`config.mk`:
```
export PLATFORM = sky130hd
export DESIGN_NAME = record_checksum_engine_flat
export DESIGN_NICKNAME = d
export VERILOG_FILES = /design/src/hdl/rce_pkg.sv /design/src/hdl/rce_in_if.sv /design/src/hdl/rce_out_if.sv /design/src/hdl/record_checksum_engine.sv /design/src/hdl/rce_fold.sv /design/src/flat_wrapper.sv
export VERILOG_INCLUDE_DIRS = /design/src /design/src/hdl
export SDC_FILE = /design/constraint.sdc
export NUM_CORES = 1
export LEC_CHECK = 0
export BUFFER_PORTS_ARGS = -buffer_cell sky130_fd_sc_hd__clkbuf_2
export CAP_MARGIN = 15
export CORE_UTILIZATION = 58
export CTS_CLUSTER_DIAMETER = 40
export DETAILED_ROUTE_END_ITERATION = 10
export PLACE_DENSITY = 0.82
export SKIP_LAST_GASP = 1
export SYNTH_ARGS = -nofsm -noshare
export SYNTH_HDL_FRONTEND = slang
export SYNTH_HIERARCHICAL = 1
export SYNTH_SLANG_ARGS = --single-unit
```
`constraint.sdc`:
```
create_clock -name clk -period 4.65 [get_ports clk]
set_clock_uncertainty 0.05 [all_clocks]
set_input_delay 0.465 -clock clk [delete_from_list [all_inputs] [get_ports clk]]
set_output_delay 0.465 -clock clk [all_outputs]
set_load 0.02 [all_outputs]
```
`src/hdl/record_checksum_engine_macros.svh`:
```
// Assertion macros for the record checksum engine.
// Included by the RTL files that carry concurrent checks; no other dependencies.
// Synthesis builds see empty bodies.
`ifndef RECORD_CHECKSUM_ENGINE_MACROS_SVH
`define RECORD_CHECKSUM_ENGINE_MACROS_SVH

`ifndef SYNTHESIS

// Same-cycle implication, held off during reset
`define RCE_ASSERT_IMP(lbl, clk, rst, ante, cons, msg) \
  lbl: assert property (@(posedge clk) disable iff (rst) (ante) |-> (cons)) \
    else $error(msg);

// Next-cycle implication, held off during reset
`define RCE_ASSERT_NEXT(lbl, clk, rst, ante, cons, msg) \
  lbl: assert property (@(posedge clk) disable iff (rst) (ante) |=> (cons)) \
    else $error(msg);

`else

`define RCE_ASSERT_IMP(lbl, clk, rst, ante, cons, msg)
`define RCE_ASSERT_NEXT(lbl, clk, rst, ante, cons, msg)

`endif

`endif

```
`src/hdl/rce_pkg.sv`:
```
// Package for the record checksum engine: algorithm codes, CRC constants,
// per-byte CRC functions and the fold result type. No dependencies.
`timescale 1ns / 1ps

package rce_pkg;

  // Algorithm select codes
  typedef enum logic [1:0] {
    ALG_CRC8  = 2'd0,
    ALG_XOR   = 2'd1,
    ALG_SUM   = 2'd2,
    ALG_CRC32 = 2'd3
  } rce_alg_t;

  localparam logic [7:0]  CRC8_POLY   = 8'h8C;
  localparam logic [31:0] CRC32_POLY  = 32'hEDB88320;
  localparam logic [31:0] CRC32_START = 32'hFFFFFFFF;

  // Output of the fold logic for one byte
  typedef struct packed {
    logic [31:0] next_code;
    logic [31:0] checksum;
  } rce_fold_t;

  // Start value of the running code for an algorithm
  function automatic logic [31:0] start_value(rce_alg_t alg);
    return (alg == ALG_CRC32) ? CRC32_START : 32'd0;
  endfunction

  // Reflected CRC-8, one byte, eight bit steps unrolled
  function automatic logic [7:0] crc8_byte(logic [7:0] code, logic [7:0] data);
    logic [7:0] c;
    c = code ^ data;
    for (int k = 0; k < 8; k++) begin
      c = c[0] ? ((c >> 1) ^ CRC8_POLY) : (c >> 1);
    end
    return c;
  endfunction

  // Reflected CRC-32, one byte, eight bit steps unrolled
  function automatic logic [31:0] crc32_byte(logic [31:0] code, logic [7:0] data);
    logic [31:0] c;
    c = code ^ {24'd0, data};
    for (int k = 0; k < 8; k++) begin
      c = c[0] ? ((c >> 1) ^ CRC32_POLY) : (c >> 1);
    end
    return c;
  endfunction

endpackage

```
`src/hdl/rce_in_if.sv`:
```
// Input channel of the record checksum engine: one record byte per item.
// Valid/ready handshake; no dependencies.
`timescale 1ns / 1ps

interface rce_in_if;
  logic       valid;
  logic       ready;
  logic [7:0] data_byte;
  logic       last_byte;

  modport source (output valid, output data_byte, output last_byte, input ready);
  modport sink   (input valid, input data_byte, input last_byte, output ready);
endinterface

```
`src/hdl/rce_out_if.sv`:
```
// Result channel of the record checksum engine: one finished code per item.
// Valid/ready handshake; no dependencies.
`timescale 1ns / 1ps

interface rce_out_if;
  logic        valid;
  logic        ready;
  logic [31:0] checksum;

  modport source (output valid, output checksum, input ready);
  modport sink   (input valid, input checksum, output ready);
endinterface

```
`src/hdl/record_checksum_engine.sv`:
```
// Top level of the record checksum engine: input register, fold stage,
// result register. Depends on rce_pkg, rce_in_if, rce_out_if, rce_fold, record_checksum_engine_macros.svh.
`timescale 1ns / 1ps
//
//  Channel   Direction  Payload                        Handshake
//  data      in         data_byte[7:0], last_byte      valid/ready
//  result    out        checksum[31:0]                 valid/ready
//  cfg       in         cfg_wr_data[1:0] (algorithm)   cfg_wr_en, no wait
//
//  One byte is accepted per cycle while the input side is not held; a last
//  byte passes through the input register, then is folded into the result
//  register, where its result is offered.
//  Bytes not marked last always move through, so only a last byte waiting
//  on a full, stalled result register holds the input side.
//  rst (synchronous) selects CRC-8 and clears the running code and both
//  valid flags. A configuration write reloads the start value of the new algorithm.

module record_checksum_engine (
  input  logic        clk,
  input  logic        rst,
  rce_in_if.sink      data,
  rce_out_if.source   result,
  input  logic        cfg_wr_en,
  input  logic [1:0]  cfg_wr_data
);
  import rce_pkg::*;

  `include "record_checksum_engine_macros.svh"

  rce_alg_t    algorithm;
  logic [31:0] running_code;

  logic        s1_valid;
  logic [7:0]  s1_byte;
  logic        s1_last;
  logic        s1_fire;

  logic        out_valid;
  logic [31:0] checksum;

  rce_fold_t   fold;

  // Input stage moves on unless a last byte meets a stalled result
  assign s1_fire    = s1_valid && (!s1_last || !out_valid || result.ready);
  assign data.ready = !s1_valid || s1_fire;

  // Input register
  always_ff @(posedge clk) begin
    if (rst) begin
      s1_valid <= 1'b0;
    end else if (data.ready) begin
      s1_valid <= data.valid;
    end
  end

  always_ff @(posedge clk) begin
    if (data.ready && data.valid) begin
      s1_byte <= data.data_byte;
      s1_last <= data.last_byte;
    end
  end

  // Byte fold
  rce_fold u_fold (
    .algorithm    (algorithm),
    .running_code (running_code),
    .data_byte    (s1_byte),
    .fold         (fold)
  );

  // Algorithm register and running code
  always_ff @(posedge clk) begin
    if (rst) begin
      algorithm    <= ALG_CRC8;
      running_code <= start_value(ALG_CRC8);
    end else if (cfg_wr_en) begin
      algorithm    <= rce_alg_t'(cfg_wr_data);
      running_code <= start_value(rce_alg_t'(cfg_wr_data));
    end else if (s1_fire) begin
      running_code <= s1_last ? start_value(algorithm) : fold.next_code;
    end
  end

  // Result register
  always_ff @(posedge clk) begin
    if (rst) begin
      out_valid <= 1'b0;
    end else if (s1_fire && s1_last) begin
      out_valid <= 1'b1;
    end else if (result.ready) begin
      out_valid <= 1'b0;
    end
  end

  always_ff @(posedge clk) begin
    if (s1_fire && s1_last) begin
      checksum <= fold.checksum;
    end
  end

  assign result.valid    = out_valid;
  assign result.checksum = checksum;

  // Checks
  `RCE_ASSERT_NEXT(a_reload_after_last, clk, rst,
    s1_fire && s1_last && !cfg_wr_en, running_code == start_value(algorithm),
    "running code not reloaded after last item")
  `RCE_ASSERT_NEXT(a_cfg_reload, clk, rst,
    cfg_wr_en, running_code == start_value(rce_alg_t'($past(cfg_wr_data))),
    "running code not reloaded on algorithm write")
  `RCE_ASSERT_NEXT(a_result_after_last, clk, rst,
    s1_fire && s1_last, out_valid,
    "last item did not produce a result")
  `RCE_ASSERT_NEXT(a_narrow_code, clk, rst,
    s1_fire && !cfg_wr_en && algorithm != ALG_CRC32, running_code[31:8] == 24'd0,
    "8-bit algorithm left upper code bits set")
  `RCE_ASSERT_IMP(a_stall_source, clk, rst,
    !data.ready, s1_valid && s1_last && out_valid && !result.ready,
    "input held without a blocked last item")

endmodule

```
`src/hdl/rce_fold.sv`:
```
// Fold logic: folds one byte into the running code for the selected
// algorithm and forms the finished code. Depends on rce_pkg.
`timescale 1ns / 1ps

module rce_fold (
  input  rce_pkg::rce_alg_t algorithm,
  input  logic [31:0]       running_code,
  input  logic [7:0]        data_byte,
  output rce_pkg::rce_fold_t fold
);
  import rce_pkg::*;

  logic [31:0] next_code;

  // Per-algorithm update; 8-bit algorithms keep the upper bits clear
  always_comb begin
    case (algorithm)
      ALG_CRC8: begin
        next_code = {24'd0, crc8_byte(running_code[7:0], data_byte)};
      end
      ALG_XOR: begin
        next_code = {24'd0, running_code[7:0] ^ data_byte};
      end
      ALG_SUM: begin
        next_code = {24'd0, running_code[7:0] + data_byte};
      end
      ALG_CRC32: begin
        next_code = crc32_byte(running_code, data_byte);
      end
      default: begin
        next_code = 32'd0;
      end
    endcase
  end

  // Finished code: CRC-32 inverted, the others zero-extended
  always_comb begin
    fold.next_code = next_code;
    fold.checksum  = (algorithm == ALG_CRC32) ? ~next_code : {24'd0, next_code[7:0]};
  end

endmodule
```
`src/flat_wrapper.sv`:
```
// flat-port wrapper written by rule: the top's interface ports become plain ports
module record_checksum_engine_flat import rce_pkg::*;
  (clk, rst, cfg_wr_en, cfg_wr_data, data_valid, data_data_byte, data_last_byte, data_ready, result_valid, result_checksum, result_ready);
  rce_in_if data_i ();
  rce_out_if result_i ();
  input  logic clk;
  input  logic rst;
  input  logic cfg_wr_en;
  input  logic [1:0] cfg_wr_data;
  input wire logic [$bits(data_i.valid)-1:0] data_valid;
  input wire logic [$bits(data_i.data_byte)-1:0] data_data_byte;
  input wire logic [$bits(data_i.last_byte)-1:0] data_last_byte;
  output wire logic [$bits(data_i.ready)-1:0] data_ready;
  output wire logic [$bits(result_i.valid)-1:0] result_valid;
  output wire logic [$bits(result_i.checksum)-1:0] result_checksum;
  input wire logic [$bits(result_i.ready)-1:0] result_ready;
  assign data_i.valid = data_valid;
  assign data_i.data_byte = data_data_byte;
  assign data_i.last_byte = data_last_byte;
  assign data_ready = data_i.ready;
  assign result_valid = result_i.valid;
  assign result_checksum = result_i.checksum;
  assign result_i.ready = result_ready;
  record_checksum_engine u_core (.clk(clk), .rst(rst), .data(data_i), .result(result_i), .cfg_wr_en(cfg_wr_en), .cfg_wr_data(cfg_wr_data));
endmodule
```
### Yosys cells after proc, flatten, opt, wreduce, memory -nomap -nowiden

Index checks and enable logic that the tools add are counted.

* add/sub/neg operators: 1
* eq/ne operators: 4
* muxes and demuxes: 25
* bitwise gates (word level): 19
* reductions and logical operators: 12

Operators with widths (count)
* 32-bit 2-to-1 mux: 13
* 32-bit case mux with 4 select lines: 1
* 13-bit NOT with 14-bit output: 8
* 8-bit 2-to-1 mux: 9
* 32-bit NOT: 1
* 32-bit by 8-bit XOR with 32-bit output: 1
* 2-bit NOT with 3-bit output: 8
* 8-bit adder: 1
* 8-bit XOR: 1
* 2-bit equality test, second input constant: 3
* 2-bit nonzero test: 2
* 1-bit logical AND: 3
* 1-bit zero test: 3
* 1-bit logical OR: 3
* 2-bit by 1-bit equality test with 1-bit output, second input constant: 1
* 2-bit zero test: 1
* 1-bit 2-to-1 mux: 2

* bits in registers: 77
* input bits: 16
* output and inout bits: 34
* logic and storage cells: 69

### Logic depth before layout (Yosys ltp)

* word-level depth: 21
* depth in mapped cells: 11
* gate-level depth less buffers: 11

### Cells and area by module

Netlist, hierarchy kept.

By module, submodules not included
* record_checksum_engine: instances 1, cells each 245, area each 3258.1 um2, seq. area each 1951.9 um2
* rce_fold: instances 1, cells each 243, area each 1675.4 um2, seq. area each 0.0 um2

### Worst setup path after synthesis

Ideal clock, no wire load.

* path type: register to register
* from: reg u_core.s1_last
* to: reg u_core.checksum[0] (netlist: u_core/result.checksum[0]), enable pin
* setup time: 421 ps
* arrival time: 2154 ps
* required time: 4179 ps
* setup slack: 2025 ps
* cell stages (with the launch flop): 5
* path buffers: 2
* clock period less this slack: 2625 ps
* cell sequence: edfxtp_1 buf_4 clkbuf_1 nand2_1 nor2_1

* cells in the longest elaborated chain, start to end: 5

Ends and longest elaborated chain
* start: declaration: RTL line record_checksum_engine.sv:35 `logic s1_last;`
* start signal: assignment: RTL line record_checksum_engine.sv:59 `s1_last <= data.last_byte;`
* 1-bit zero test: RTL line record_checksum_engine.sv:44 `assign s1_fire = s1_valid && (!s1_last || !out_valid || result.ready);`
* 1-bit logical OR (2 in a row): RTL line record_checksum_engine.sv:44
* 1-bit logical AND: RTL line record_checksum_engine.sv:44
* 1-bit logical AND (*): RTL line record_checksum_engine.sv:96 `if (s1_fire && s1_last) begin`
* end signal: assignment: RTL line record_checksum_engine.sv:97 `checksum <= fold.checksum;`
* end: declaration: RTL line record_checksum_engine.sv:39 `logic [31:0] checksum;`

Mark *: on every way between the ends. The rest lies on a longest branch, timed or not.
A chain may end at the register's enable or synchronous reset.

==> insert_results.sql <==
INSERT INTO impl_metrics (metric_group, metric, value, unit) VALUES
('worst_setup_path', 'worst_path_dominant_cell_family', 'XOR/XNOR gates', ''),
('worst_setup_path', 'worstReg2RegStart', 'u_core/s1_byte[4]', ''),
('worst_setup_path', 'critical_path.n_buffers_inverters', '0', ''),
('grt', 'gr_layer_usage_met2', '44.75', '%'),
('route', 'route.detailed.drc', '0', ''),
('synth', 'syn-instance-count', '488', ''),
('clocking', 'clock_tree_from_tritoncts', 'yes', ''),
('synth', 'syn_area', '0.004933', 'sq mm'),
('pwr', 'ir_worst_vdd', '0.1999', 'mV'),
('placement', 'placed_instance_area', '0.005135', 'sq mm'),
('worst_setup_path', 'critPathMaxStageDelay', '660', 'ps'),
('clocking', 'clkSinkCount', '77', ''),
('synth', 'post_synth.cell_area_avg', '10.11', 'sq um'),
('floorplanning', 'top_level_ports', '50', ''),
('worst_hold_path', 'worst_hold_path_type', 'in -> reg', ''),
('synth', 'synth.ff_latch_count', '77', ''),
('sta', 'grt_setup_unrepaired', 'no', ''),
('flow_run', 'cap_viol_max_count', '0', ''),
('grt', 'grt_antenna_before_repair', '0', ''),
('sta', 'worst_slew_margin_rel', '23.70', '%'),
('worst_setup_path', 'crit_path_start_kind', 'flip-flop', ''),
('sta', 'fmaxAchievable', '0.3262', 'GHz'),
('worst_hold_path', 'holdPathEnd', 'u_core/s1_last', ''),
('placement', 'dp_hpwl', '7755', 'um'),
('floorplanning', 'floorplan.die.width', '94.23', 'um'),
('grt', 'grt_start_max_net_pins', '38', ''),
('grt', 'met1_track_demand_over_resource_in_global_routing', '36.98', '%'),
('grt', 'global_route.overflow_total', '0', ''),
('floorplanning', 'dieArea', '0.008878', 'sq mm'),
('worst_setup_path', 'crit_chain', 'ha_1, xor2_1, xnor2_1, xor2_1, o32a_1, o21a_1, nand2b_1, a21o_1, a221oi_2', ''),
('outcome', 'outcome', 'finished, final reports clean', ''),
('route', 'count_of_nets_left_with_antenna_violations_after_detail_routing', '0', ''),
('sta', 'post-route-period-util', '65.93', '%'),
('finish', 'post-route-util', '65.19', '%'),
('sta', 'final-hold-violation-count', '0', ''),
('clocking', 'cts_hold_buffers', '0', ''),
('route', 'routed_wire_length_per_instance', '18.67', 'um'),
('clocking', 'worstSkewPairLatency', '360', 'ps'),
('pwr', 'power.density_cell_area', '394.4', 'mW/mm^2'),
('route', 'via_count', '3681', ''),
('finish', 'final_net_count', '541', ''),
('synth', 'ys_seq_area_share', '39.56', '%'),
('worst_setup_path', 'timing.reg2reg.setup_slack', '1580', 'ps'),
('finish', 'fillers', '671', ''),
('route', 'initial_drt_pass_iterations', '5', ''),
('sta', 'layout_min_cycle_time', '3066', 'ps'),
('route', 'detail_route.vias_per_cell', '5.880', ''),
('finish', 'antennaDiodeCount', '0', ''),
('worst_hold_path', 'timing.hold.worst_path_depth', '1', ''),
('worst_setup_path', 'critical_path.max_fanout', '12', ''),
('synth', 'synth-warning-count', '6', ''),
('floorplanning', 'die_h', '94.23', 'um'),
('grt', 'grt_pass1_vias', '3574', ''),
('sta', 'slew_viol_final', '0', ''),
('worst_setup_path', 'timing.rr.end', 'u_core/running_code[2]', ''),
('worst_setup_path', 'cp_num_cells', '9', ''),
('finish', 'multi_input_comb_area', '0.002611', 'sq mm'),
('grt', 'groute.usage.overall', '28.47', '%'),
('sta', 'timing.hold.ws', '231.8', 'ps'),
('finish', 'share_of_post_route_cells_with_drive_strength_above_1', '22.07', '%'),
('clocking', 'cts_resized', '0', ''),
('worst_setup_path', 'crit_path_end_kind', 'flip-flop', ''),
('clocking', 'numCtsBuffers', '9', ''),
('floorplanning', 'fp-row-count', '33', ''),
('worst_setup_path', 'critical_path_arrival', '3270', 'ps'),
('sta', 'worst_slew_pin_slew', '1144', 'ps'),
('pwr', 'p_leak', '0.001986', 'uW'),
('worst_setup_path', 'worst_r2r_path_depth', '9', ''),
('clocking', 'cts-root-buf', 'clkbuf_8', ''),
('grt', 'grt_pass1_wl', '18820', 'um'),
('finish', 'syn_to_final_growth', '8.572', '%');
how the worst max path moves through the flow:
stage	startpoint	to	slack, ps
global placement	u_core/s1_byte[6]	u_core/running_code[7]	1580
global route	u_core/s1_byte[6]	u_core/running_code[7]	1280
finish	u_core/s1_byte[4]	u_core/running_code[2]	1580
floorplan	u_core/s1_last	u_core/result.checksum[0]	2030
detailed placement	u_core/s1_byte[4]	u_core/running_code[2]	1610
CTS	u_core/s1_byte[4]	u_core/running_code[2]	1590
flip-flops by register name, summed over array words and instances, names as in the netlist:
signal	count
u_core/s1_valid	1
u_core/algorithm	2
u_core/result.valid	1
u_core/running_code	32
u_core/result.checksum	32
u_core/s1_byte	8
u_core/s1_last	1
metal layers:
metal,vias to the layer above,share of wire (%)
li1,1725,-
met1,1735,43
met2,179,47
met3,42,6.1
met4,0,3.5
met5,-,0
cell usage after synthesis, drive strengths merged:
library cell | count | area share, %
clkbuf | 18 | 1.4
o21ba | 1 | 0.20
o32a | 1 | 0.20
mux2 | 1 | 0.23
a21boi | 1 | 0.15
a211o | 1 | 0.18
o41ai | 1 | 0.18
a221oi | 34 | 10
a221o | 1 | 0.20
a21oi | 12 | 1.2
a2111o | 1 | 0.23
inv | 39 | 3.0
o21bai | 1 | 0.15
buf | 20 | 3.1
nand2b | 32 | 4.1
a31oi | 2 | 0.25
fa | 1 | 0.41
and2 | 17 | 2.2
nor2 | 55 | 4.2
clkinv | 1 | 0.076
nor3 | 7 | 0.71
edfxtp | 41 | 25
nand2 | 10 | 0.76
o211ai | 3 | 0.46
a31o | 1 | 0.18
dfxtp | 36 | 15
xor2 | 23 | 4.6
nand3 | 3 | 0.41
nor2b | 7 | 0.94
o21ai | 8 | 0.81
a211oi | 3 | 0.46
and3 | 2 | 0.36
mux2i | 3 | 0.61
o21a | 3 | 0.46
ha | 8 | 2.0
a21o | 36 | 5.5
a311oi | 2 | 0.71
xnor2 | 51 | 9.7
or4b | 1 | 0.20
kinds of logic after synthesis:
family / share of synthesized area, %
AOI/OAI and AO/OA: 21.48
xor gates and xnor gates: 14.35
adders and majority gates: 2.435
buffers and inverters: 7.558
DFF: 39.56
muxes: 0.8369
and+or+nand+nor: 13.77
through the flow:
stage | setup WS, ps | cells | total power (uW)
6_report | 1584 | 626 | 2113
2_1_floorplan | 2025 | 488 | 1386
3_5_place_dp | 1608 | 610 | 1543
4_1_cts | 1591 | 626 | 2105
3_3_place_gp | 1582 | 610 | 1537
5_1_grt | 1276 | 626 | 2204
placed cells by master (no fill, tap or decap), drive strengths merged, types with 2 or more instances in the layout:
| master | n |
|---|---|
| clkbuf | 58 |
| nor2 | 55 |
| xnor2 | 51 |
| edfxtp | 41 |
| inv | 40 |
| a21o | 36 |
| dfxtp | 36 |
| a221oi | 34 |
| nand2b | 32 |
| xor2 | 23 |
| and2 | 17 |
| a21oi | 12 |
| nand2 | 10 |
| o21ai | 8 |
| ha | 8 |
| nor3 | 7 |
| nor2b | 7 |
| buf | 6 |
| clkinv | 4 |
| mux2i | 3 |
| o21a | 3 |
| a211oi | 3 |
| o211ai | 3 |
| nand3 | 3 |
| bufinv | 2 |
| a31oi | 2 |
| and3 | 2 |
| a311oi | 2 |
power breakdown:
part	internal (uW)	switching [uW]	leakage, uW
logic	303	457	0.00116
clock network	304	260	0.000107
registers	760	29.4	0.000714
area by class of cell:
type	instances	share of cell area [%]
Clock inverter	7	1.822
Multi-Input combinational cell	333	48.75
Timing Repair Buffer	55	5.419
Inverter	40	2.803
Tap cell	105	2.453
Sequential cell	77	36.44
Clock buffer	9	2.313
No activity file was read; power rests on OpenSTA's default activity.
